--- src/design/rpmg_pkg.sv ---
// Shared types, codes and default sizes for the randomized Prim maze generator.
// Used by rpmg_ctrl, rpmg_dpath and the top level; depends on nothing.
package rpmg_pkg;

  // Default sizes handed to the top-level parameters.
  localparam int DEF_MAX_COLUMNS    = 16;
  localparam int DEF_MAX_ROWS       = 16;
  localparam int DEF_FRONTIER_DEPTH = 1024;
  localparam int DEF_RANDOM_BITS    = 16;

  // Fixed field widths.
  localparam int CFG_W     = 5;
  localparam int CFG_IDX_W = 1;
  localparam int GRID_W    = 7;

  localparam logic [CFG_W-1:0] CFG_RESET = 5'd16;

  // Configuration register indexes.
  localparam logic [CFG_IDX_W-1:0] REG_COLUMNS = 1'd0;
  localparam logic [CFG_IDX_W-1:0] REG_ROWS    = 1'd1;

  // Item kinds.
  typedef enum logic [1:0] {
    KIND_START = 2'd0,
    KIND_STEP  = 2'd1,
    KIND_QUERY = 2'd2
  } kind_e;

  // Edge directions, in neighbor expansion order.
  typedef enum logic [1:0] {
    DIR_UP    = 2'd0,
    DIR_LEFT  = 2'd1,
    DIR_DOWN  = 2'd2,
    DIR_RIGHT = 2'd3
  } dir_e;

  // What a result shows.
  typedef enum logic [1:0] {
    RES_NONE  = 2'd0,
    RES_EDGE  = 2'd1,
    RES_OPEN  = 2'd2,
    RES_WALLS = 2'd3
  } res_e;

  typedef enum logic [3:0] {
    S_CLEAR   = 4'd0,
    S_SEED    = 4'd1,
    S_IDLE    = 4'd2,
    S_DIV     = 4'd3,
    S_RD_EDGE = 4'd4,
    S_LATCH   = 4'd5,
    S_SHIFT   = 4'd6,
    S_VREAD   = 4'd7,
    S_VCHK    = 4'd8,
    S_NB_RD   = 4'd9,
    S_NB_CHK  = 4'd10,
    S_QRD     = 4'd11,
    S_QCHK    = 4'd12,
    S_RESULT  = 4'd13
  } state_e;

  // Commands from the controller to the datapath.
  typedef struct packed {
    logic accept;
    logic clear;
    logic seed;
    logic div_step;
    logic rd_edge;
    logic latch_edge;
    logic shift;
    logic dec;
    logic vread;
    logic open;
    logic nb_read;
    logic nb_push;
    logic nb_next;
    logic q_read;
    logic q_latch;
    logic load_out;
    res_e res;
  } cmd_t;

  // Status from the datapath to the controller.
  typedef struct packed {
    logic count_zero;
    logic clear_last;
    logic div_last;
    logic shift_done;
    logic visited;
    logic nb_in_grid;
    logic nb_last;
  } stat_t;

endpackage

--- src/design/rpmg_ctrl.sv ---
// Sequencing state machine of the maze generator and the output valid flag.
// Depends on rpmg_pkg; drives the commands of rpmg_dpath.
module rpmg_ctrl import rpmg_pkg::*; (
  input  logic        clk_i,
  input  logic        rst_ni,
  input  logic        in_valid_i,
  output logic        in_stall_o,
  input  logic [1:0]  kind_i,
  output logic        out_valid_o,
  input  logic        out_stall_i,
  input  stat_t       stat_i,
  output cmd_t        cmd_o
);

  state_e state_q, state_d;
  res_e   res_q, res_d;
  logic   start_q, start_d;
  logic   out_valid_q, out_valid_d;

  // Next state.
  always_comb begin
    state_d = state_q;
    res_d   = res_q;
    start_d = start_q;
    case (state_q)
      S_CLEAR: begin
        if (stat_i.clear_last) begin
          state_d = start_q ? S_SEED : S_IDLE;
        end
      end
      S_SEED: begin
        res_d   = RES_NONE;
        state_d = S_RESULT;
      end
      S_IDLE: begin
        if (in_valid_i) begin
          case (kind_i)
            KIND_START: begin
              start_d = 1'b1;
              state_d = S_CLEAR;
            end
            KIND_STEP: begin
              res_d   = RES_NONE;
              state_d = stat_i.count_zero ? S_RESULT : S_DIV;
            end
            KIND_QUERY: state_d = S_QRD;
            default: begin
              res_d   = RES_NONE;
              state_d = S_RESULT;
            end
          endcase
        end
      end
      S_DIV: begin
        if (stat_i.div_last) state_d = S_RD_EDGE;
      end
      S_RD_EDGE: state_d = S_LATCH;
      S_LATCH:   state_d = S_SHIFT;
      S_SHIFT: begin
        if (stat_i.shift_done) state_d = S_VREAD;
      end
      S_VREAD: state_d = S_VCHK;
      S_VCHK: begin
        if (stat_i.visited) begin
          res_d   = RES_EDGE;
          state_d = S_RESULT;
        end else begin
          state_d = S_NB_RD;
        end
      end
      S_NB_RD: begin
        if (stat_i.nb_in_grid) begin
          state_d = S_NB_CHK;
        end else if (stat_i.nb_last) begin
          res_d   = RES_OPEN;
          state_d = S_RESULT;
        end
      end
      S_NB_CHK: begin
        if (stat_i.nb_last) begin
          res_d   = RES_OPEN;
          state_d = S_RESULT;
        end else begin
          state_d = S_NB_RD;
        end
      end
      S_QRD:  state_d = S_QCHK;
      S_QCHK: begin
        res_d   = RES_WALLS;
        state_d = S_RESULT;
      end
      S_RESULT: begin
        if (!out_valid_q || !out_stall_i) state_d = S_IDLE;
      end
      default: state_d = S_IDLE;
    endcase
  end

  // Commands for the current state.
  always_comb begin
    cmd_o     = '0;
    cmd_o.res = res_q;
    case (state_q)
      S_CLEAR:   cmd_o.clear = 1'b1;
      S_SEED:    cmd_o.seed = 1'b1;
      S_IDLE:    cmd_o.accept = in_valid_i;
      S_DIV:     cmd_o.div_step = 1'b1;
      S_RD_EDGE: cmd_o.rd_edge = 1'b1;
      S_LATCH:   cmd_o.latch_edge = 1'b1;
      S_SHIFT:   cmd_o.shift = 1'b1;
      S_VREAD: begin
        cmd_o.vread = 1'b1;
        cmd_o.dec   = 1'b1;
      end
      S_VCHK:    cmd_o.open = !stat_i.visited;
      S_NB_RD: begin
        cmd_o.nb_read = stat_i.nb_in_grid;
        cmd_o.nb_next = !stat_i.nb_in_grid && !stat_i.nb_last;
      end
      S_NB_CHK: begin
        cmd_o.nb_push = 1'b1;
        cmd_o.nb_next = !stat_i.nb_last;
      end
      S_QRD:     cmd_o.q_read = 1'b1;
      S_QCHK:    cmd_o.q_latch = 1'b1;
      S_RESULT:  cmd_o.load_out = !out_valid_q || !out_stall_i;
      default:   cmd_o = '0;
    endcase
  end

  // The output register holds a result until its transfer.
  always_comb begin
    out_valid_d = out_valid_q;
    if (cmd_o.load_out) begin
      out_valid_d = 1'b1;
    end else if (!out_stall_i) begin
      out_valid_d = 1'b0;
    end
  end

  always_ff @(posedge clk_i or negedge rst_ni) begin
    if (!rst_ni) begin
      state_q     <= S_CLEAR;
      res_q       <= RES_NONE;
      start_q     <= 1'b0;
      out_valid_q <= 1'b0;
    end else begin
      state_q     <= state_d;
      res_q       <= res_d;
      start_q     <= start_d;
      out_valid_q <= out_valid_d;
    end
  end

  assign in_stall_o  = (state_q != S_IDLE);
  assign out_valid_o = out_valid_q;

  // A waiting result is never overwritten.
  a_no_overwrite: assert property (@(posedge clk_i) disable iff (!rst_ni)
    cmd_o.load_out |-> !(out_valid_q && out_stall_i))
    else $error("result overwritten while stalled");

  // An accepted item keeps the input side stalled in the next cycle.
  a_busy_after_accept: assert property (@(posedge clk_i) disable iff (!rst_ni)
    (in_valid_i && !in_stall_o) |=> in_stall_o)
    else $error("input not stalled after a transfer");

endmodule

--- config.mk ---
export PLATFORM = sky130hd
export DESIGN_NAME = rpmg_ctrl
export DESIGN_NICKNAME = d
export VERILOG_FILES = /design/src/design/rpmg_pkg.sv /design/src/design/rpmg_ctrl.sv
export SDC_FILE = /design/constraint.sdc
export NUM_CORES = 1
export LEC_CHECK = 0
export ABC_AREA = 0
export BUFFER_PORTS_ARGS = -buffer_cell sky130_fd_sc_hd__buf_2
export CAP_MARGIN = 20
export CORE_MARGIN = 4
export CORE_UTILIZATION = 43
export DETAILED_ROUTE_END_ITERATION = 7
export PLACE_DENSITY = 0.75
export SETUP_SLACK_MARGIN = 0.3
export SLEW_MARGIN = 20
export SYNTH_ARGS = -nofsm -noshare
export SYNTH_HDL_FRONTEND = slang
export SYNTH_SLANG_ARGS = --single-unit
export TNS_END_PERCENT = 100
--- constraint.sdc ---
create_clock -name clk_i -period 1.7 [get_ports clk_i]
set_clock_uncertainty 0.2 [all_clocks]
set_input_delay 0.34 -clock clk_i [delete_from_list [all_inputs] [get_ports clk_i]]
set_output_delay 0.34 -clock clk_i [all_outputs]
set_load 0.03 [all_outputs]
==> impl_metrics.csv, run 1 <==
group,metric,value,unit
clock_network,cts-root-buf,"clkbuf_4",
placed_design,place_area,1300,um2
floorplan,die_y,52.0,um
yosys,syn_inst,104,
yosys,avgSynthCellArea,7.99,um2
clock_network,h-tree-depth,1,
placed_design,gp_congestion,0.812,
placed_design,portBuffers,32,
sta,endpoint_type,"output port",
floorplan,die_x,52.0,um
clock_network,clock-sinks,8,
yosys,ys_seq_area_frac,0.241,
clock_network,cts_inserted_buffers,3,
clock_network,clockBufferDepth,2,
yosys,synthArstFlopShare,1.00,
yosys,ys_seq_elements,8,
outcome,status,"did not finish",
yosys,ys.warnings.count,0,
sta,crit_endpoint,"cmd_o[16]",
outcome,firstError,"[ERROR DPL-0038] Utilization greater than 100%, impossible to legalize",
yosys,syn_nets,117,
floorplan,fp-row-count,15,
outcome,lastStage,"5_1_grt",
floorplan,boundaryPins,33,
yosys,synth_edf_count,0,
yosys,synth_flop_cell,"dfrtp_1",
floorplan,start_util,0.466,
global_route,grt_max_degree,11,
yosys,ys_types,44,
placed_design,dp_hpwl,2.25,mm
yosys,netlist_area,831,um2
placed_design,dp_cells,179,
## kinds of logic after synthesis
logic type / Yosys count / share of synthesized area
and+or+nand+nor: 44 / 0.307
AOI/OAI and AO/OA: 29 / 0.244
buffers and inverters: 15 / 0.0949
DFF: 8 / 0.241
muxes: 7 / 0.0934
xor gates and xnor gates: 1 / 0.0196
## Yosys cell counts, drive strengths merged, types with 2 or more instances
library cell	n	area, um2
o211ai	2	15.0
nor3	5	30.0
mux2i	4	40.0
inv	5	18.8
nand2b	3	18.8
mux2	3	37.5
buf	7	48.8
dfrtp	8	200
o21ai	8	40.0
nor2	12	45.0
or3b	2	17.5
clkbuf	3	11.3
nand2	6	22.5
or2b	3	26.3
nor4	2	18.8
and2	3	18.8
a21oi	8	43.8
nand3	2	10.0
## stage by stage
step                hold slack, ps  setup slack (ps)
floorplan                     -156              -132
global placement             -11.3              -175
detailed placement           -8.21              -257
CTS                            250              -335
## repair_timing
item                                   4_1_cts
pin swaps                                   13
resized for setup                           78
buffers inserted                            13
setup endpoints to repair                   26
hold buffers                                 1
endpoints found under the hold margin        8
==> run 2: changes to the inputs <==
--- a/config.mk
+++ b/config.mk
@@ -8,11 +8,10 @@
 export ABC_AREA = 0
 export BUFFER_PORTS_ARGS = -buffer_cell sky130_fd_sc_hd__buf_2
 export CAP_MARGIN = 20
-export CORE_MARGIN = 4
-export CORE_UTILIZATION = 43
+export CORE_AREA = 4 4 65 67
 export DETAILED_ROUTE_END_ITERATION = 7
-export PLACE_DENSITY = 0.75
-export SETUP_SLACK_MARGIN = 0.3
+export DIE_AREA = 0 0 69 71
+export PLACE_DENSITY_LB_ADDON = 0.15
 export SLEW_MARGIN = 20
 export SYNTH_ARGS = -nofsm -noshare
 export SYNTH_HDL_FRONTEND = slang
==> constraint.sdc (replaced) <==
create_clock -name clk_i -period 2.2 [get_ports clk_i]
set_clock_uncertainty 0.2 [all_clocks]
set_input_delay 0.44 -clock clk_i [delete_from_list [all_inputs] [get_ports clk_i]]
set_output_delay 0.44 -clock clk_i [all_outputs]
set_load 0.03 [all_outputs]
==> run 2 against run 1 <==
  * The run now ends clean
  * Synthesized cell count unchanged
  * Synthesized area unchanged
==> impl_metrics.csv, run 2 <==
group,metric,value,unit
floorplan,die_x,69,um
yosys,synth_most_common_cell,"nor2_1",
placed_design,place_ws,165,ps
setup_path,worstReg2RegStart,"state_q[2]$_DFFE_PN0P_",
clock_network,cts_tree,"yes",
routing,routedWlPerCell,13.0,um
finish,largest_reg_flops,4,
yosys,synth_edf_count,0,
clock_network,clockBufferDepth,2,
power,p_leak,0.000552,uW
global_route,track_usage,0.103,
routing,vias,891,
floorplan,coreArea,3630,um2
routing,viasPerCell,4.71,
yosys,yosys.area.top_type,"dfrtp_1",
setup_path,critPathCaptureType,"output pin",
clock_network,h-tree-depth,1,
floorplan,boundaryPins,33,
hold_path,min_from,"start_q$_DFFE_PN0P_",
setup_path,reg2reg_setup_slack,240,ps
setup_path,worstPathRequired,1560,ps
floorplan,start_util,0.229,
placed_design,dp_cells,182,
sta,max_slew_margin,0.705,
yosys,synthAdderAreaFrac,0,
sta,maxSlewViolCount,0,
setup_path,r2r_cells,5,
placed_design,portBuffers,32,
yosys,netlist_top_cells_count,"12 x nor2_1, 8 x dfrtp_1, 8 x o21ai_0",
finish,nets,156,
finish,final_common_cell,"buf_2",
finish,area_growth,40.8,%
floorplan,dieArea,4900,um2
clock_network,cts-root-buf,"clkbuf_8",
yosys,synth-compound-area-share,0.244,
finish,diodes,0,
finish,final_util,0.322,
yosys,ys.warnings.count,0,
sta,worst_hold_slack,273,ps
floorplan,fp-row-count,22,
sta,finalSetupViolations,0,
yosys,synthArstFlopShare,1.00,
finish,fin_cells,189,
yosys,netlist_top_cells_area,"dfrtp_1 24%, nor2_1 5.4%, mux2i_1 4.8%",
hold_path,hold_class,"reg2reg",
placed_design,dp_hpwl,2.10,mm
yosys,ys_seq_area_frac,0.241,
sta,hold_viol_final,0,
yosys,ys_types,44,
yosys,post_synth_and_or_nand_nor_area_fraction,0.307,
routing,route.detailed.drc,0,
hold_path,min_to,"start_q$_DFFE_PN0P_",
sta,rsz0062_at_grt,"true",
yosys,yosys.area_share.xor_xnor,0.0196,
routing,drt_iter0_drc,25,
finish,final_cell_mix,"29 x buf_2, 13 x buf_4, 10 x nor2_1",
finish,largestRegisters,"state_q x4, res_q x2",
setup_path,start_kind,"register",
global_route,grt_remaining_overflow,0,
sta,tightest_slew,439,ps
setup_path,critPathKind,"reg2out",
finish,drive_above_1_share,0.447,
global_route,grt_first_pass_wirelength,4.11,mm
setup_path,cp.arrival,1470,ps
clock_network,clkSlewWorstSetupHoldPaths,40,ps
setup_path,worstPathMaxFanout,9,
yosys,muxShareOfSynthArea,0.0934,
yosys,syn_inst,104,
flow_run,cap_viol_max_count,0,
yosys,netlist_area,831,um2
hold_path,hold_depth,1,
sta,fin_crit,2110,ps
power,vdd_drop_max,0.473,mV
global_route,grt_pass1_vias,915,
power,power.density,1540,nW/um2
routing,final_antenna_net_count,0,
clock_network,clk_latency,230,ps
yosys,avgSynthCellArea,7.99,um2
global_route,antenna_found_initial,0,
placed_design,gp_congestion,0.792,
yosys,synth_flop_cell,"dfrtp_1",
global_route,grt_max_degree,14,
routing,firstDrtPassIters,5,
finish,largest-register,"state_q",
setup_path,r2r-end,"state_q[2]$_DFFE_PN0P_",
outcome,status,"finished clean",
clock_network,cts_inserted_buffers,3,
yosys,synth_top_family_by_area,"simple AND/OR/NAND/NOR gates",
sta,timing.fmax,473,MHz
sta,worst_slack,87.2,ps
floorplan,die_y,71,um
yosys,syn_nets,117,
sta,fin_crit_sh,0.960,
yosys,yosys.area.top_type_share,0.241,
clock_network,clock-sinks,8,
routing,routed_wl,2.46,mm
yosys,ys_seq_elements,8,
run 2: cell counts after synthesis:
No cell type changed its count.
run 2: per-layer routing:
metal | routed length (um) | global-route usage
met1 | 1200 | 0.131
met3 | 150 | 0.0270
met4 | 9 | 0.0390
met5 | 0 | 0
met2 | 1100 | 0.165
run 2: cells by family after synthesis:
| kind of cell | Yosys count |
|---|---|
| and+or+nand+nor | 44 |
| AOI/OAI and AO/OA | 29 |
| buffers and inverters | 15 |
| DFF | 8 |
| muxes | 7 |
| xor gates and xnor gates | 1 |
run 2: power breakdown:
group | internal, uW | switching (uW)
Sequential | 223 | 79.4
Combinational | 563 | 766
Clock | 118 | 53.4
Total | 904 | 899
run 2: critical path, cell delays in order, from the launching register on:
cell	delay (ps)
dfrtp_1	440
or2_4	290
buf_4	150
nor3_1	170
buf_4	200
run 2: how the worst max path moves through the flow:
stage | start | endpoint | cells after the start
detailed placement | state_q[0]$_DFFE_PN0P_ | cmd_o[17] | 4
global placement | state_q[0]$_DFFE_PN0P_ | cmd_o[17] | 4
global route | state_q[2]$_DFFE_PN0P_ | cmd_o[13] | 5
floorplan | state_q[3]$_DFFE_PN0P_ | cmd_o[10] | 4
CTS | state_q[2]$_DFFE_PN0P_ | cmd_o[8] | 4
finish | state_q[3]$_DFFE_PN0P_ | cmd_o[16] | 4
run 2: metrics by stage:
stage | instance area [um2] | TNS, ps | total power, uW
after floorplan | 842 | 0 | 1230
after global placement | 1060 | 0 | 1550
after detailed placement | 1060 | 0 | 1550
after CTS | 1120 | 0 | 1750
after global routing | 1170 | -35.5 | 1960
final | 1170 | 0 | 1800
run 2: area by class of cell:
cell class,instances,area [um2]
sequential,8,203
timing repair buffer,44,260
inverter,5,18.8
clock buffer,3,41.3
tap,48,60.1
fill,414,2460
multi-input combinational,81,587
run 2: timing repair:
item	in CTS	in global routing
resized for setup	5	8
endpoints found under the hold margin	8	0
setup buffers	0	3
hold buffers	1	0
pin swaps	0	0
setup endpoints to repair	3	6
Power figures use the tool's default switching activity.
==> run 3: changes to the inputs <==
==> constraint.sdc (replaced) <==
create_clock -name clk_i -period 1.7 [get_ports clk_i]
set_clock_uncertainty 0.2 [all_clocks]
set_input_delay 0.17 -clock clk_i [delete_from_list [all_inputs] [get_ports clk_i]]
set_output_delay 0.17 -clock clk_i [all_outputs]
set_load 0.03 [all_outputs]
==> run 3 against run 2 <==
  * Hold slack lost 190 ps
  * Flip-flop and latch count is the same
  * Power grew 100%
  * Highest routed layer is now met3
  * Combinational power grew 130%
  * The run now ends with negative setup slack left
  * Setup slack lost 340 ps
  * Core utilization grew 17 points
  * Clock-buffer cell count is the same
  * Die area is the same
  * Clock power grew 39%
  * First-iteration DRC count grew 44%
==> impl_metrics.csv, run 3 (synthesized netlist as in run 2, its figures left out) <==
group,metric,value,unit
global_route,track_usage,0.132,
setup_path,critPathSlowestCell,"dfrtp_1",
placed_design,place_ws,-217,ps
clock_network,cts-root-buf,"clkbuf_8",
sta,fin_crit,1960,ps
global_route,grt_max_degree,9,
outcome,status,"complete, but fails checks",
placed_design,gp_congestion,0.851,
outcome,violations,"negative setup slack",
floorplan,boundaryPins,33,
routing,drt_iter0_drc,36,
sta,maxSlewViolCount,0,
floorplan,die_y,71,um
sta,max_slew_margin,0.771,
routing,route.detailed.drc,0,
sta,tightest_slew,339,ps
finish,largestRegisters,"state_q x4, res_q x2",
global_route,grt_first_pass_wirelength,5.35,mm
placed_design,portBuffers,32,
routing,routed_wl,3.23,mm
setup_path,crit_path_max_incr_delay,410,ps
finish,largest_reg_flops,4,
routing,final_antenna_net_count,0,
power,fin_total_pwr,3680,uW
routing,viasPerCell,4.67,
global_route,antenna_found_initial,0,
sta,hold_viol_final,0,
setup_path,critPathCaptureType,"output pin",
setup_path,start_kind,"register",
clock_network,clk_latency,230,ps
setup_path,critPathKind,"reg2out",
finish,nets,192,
global_route,grt_pass1_vias,1126,
routing,firstDrtPassIters,4,
finish,fin_cells,225,
floorplan,fp-row-count,22,
sta,timing.fmax,511,MHz
placed_design,dp_cells,207,
routing,vias,1051,
floorplan,dieArea,4900,um2
finish,area_growth,116,%
clock_network,clock-sinks,8,
clock_network,cts_inserted_buffers,3,
floorplan,start_util,0.229,
sta,worst_hold_slack,80.2,ps
clock_network,cts_tree,"yes",
global_route,grt_remaining_overflow,0,
setup_path,cp.arrival,1590,ps
floorplan,die_x,69,um
floorplan,coreArea,3630,um2
finish,final_cell_mix,"34 x buf_4, 30 x buf_6, 13 x buf_2",
setup_path,worstPathMaxFanout,5,
sta,rsz0062_at_grt,"true",
finish,final_common_cell,"buf_4",
placed_design,dp_hpwl,2.36,mm
hold_path,hold_class,"in2reg",
clock_network,h-tree-depth,1,
routing,routedWlPerCell,14.4,um
flow_run,cap_viol_max_count,0,
sta,finalSetupViolations,21,
power,p_leak,0.000812,uW
power,power.density,2050,nW/um2
clock_network,clockBufferDepth,2,
power,vdd_drop_max,0.740,mV
finish,diodes,0,
sta,fin_crit_sh,1.15,
setup_path,worstPathRequired,1330,ps
finish,largest-register,"state_q",
setup_path,path_cells,"buf_6, or2b_4, buf_4, nor4_4, buf_6",
clock_network,clkSlewWorstSetupHoldPaths,50,ps
sta,worst_slack,-257,ps
finish,final_util,0.494,
finish,drive_above_1_share,0.695,
setup_path,cp_common_cell,"buf_6",
-- run 3: worst paths after layout --
check,start,endpoint,slack (ps),cells after the start
hold / removal,out_stall_i,out_valid_o$_DFFE_PN0P_,80,3
min in group asynchronous,rst_ni,start_q$_DFFE_PN0P_,120,2
setup reg to reg,state_q[2]$_DFFE_PN0P_,state_q[2]$_DFFE_PN0P_,-250,6
max in group asynchronous,rst_ni,state_q[3]$_DFFE_PN0P_,990,2
setup / recovery,state_q[2]$_DFFE_PN0P_,cmd_o[8],-260,5
hold reg to reg,start_q$_DFFE_PN0P_,start_q$_DFFE_PN0P_,280,1
-- run 3: final cells by class --
class	instances	area [um2]
Clock buffer	3	41.3
Fill cell	358	1840
Inverter	5	18.8
Multi-Input combinational cell	81	774
Sequential cell	8	204
Tap cell	48	60.1
Timing Repair Buffer	80	698
-- run 3: critical path: cells and delay by family (launching register included) --
kind | cells | cell delay, ps
buf+inv | 3 | 460
flops | 1 | 410
simple gates | 2 | 480
-- run 3: through the flow --
step	instance area [um2]	setup TNS, ps
after floorplan	908	-420
after global placement	1310	-1050
after detailed placement	1310	-1030
after CTS	1720	-2450
after global routing	1800	-3610
final	1800	-2600
-- run 3: timing repair --
| item | 4_1_cts | 5_1_grt |
|---|---|---|
| hold buffers | 1 | 0 |
| hold endpoints to repair | 8 | 0 |
| pin swaps | 7 | 4 |
| setup buffers | 13 | 2 |
| setup endpoints to repair | 25 | 25 |
| gates resized for setup | 80 | 18 |
-- run 3: power by group --
group          switching (uW)  internal, uW
clock                    85.0           154
sequential                113           291
combinational            1450          1590
-- run 3: metal layers --
layer	share of wire	wire length [um]	GRT usage
met5	0	0	0
met4	0	0	0.0174
met3	0.049	158	0.0398
met1	0.43	1400	0.161
met2	0.52	1670	0.236
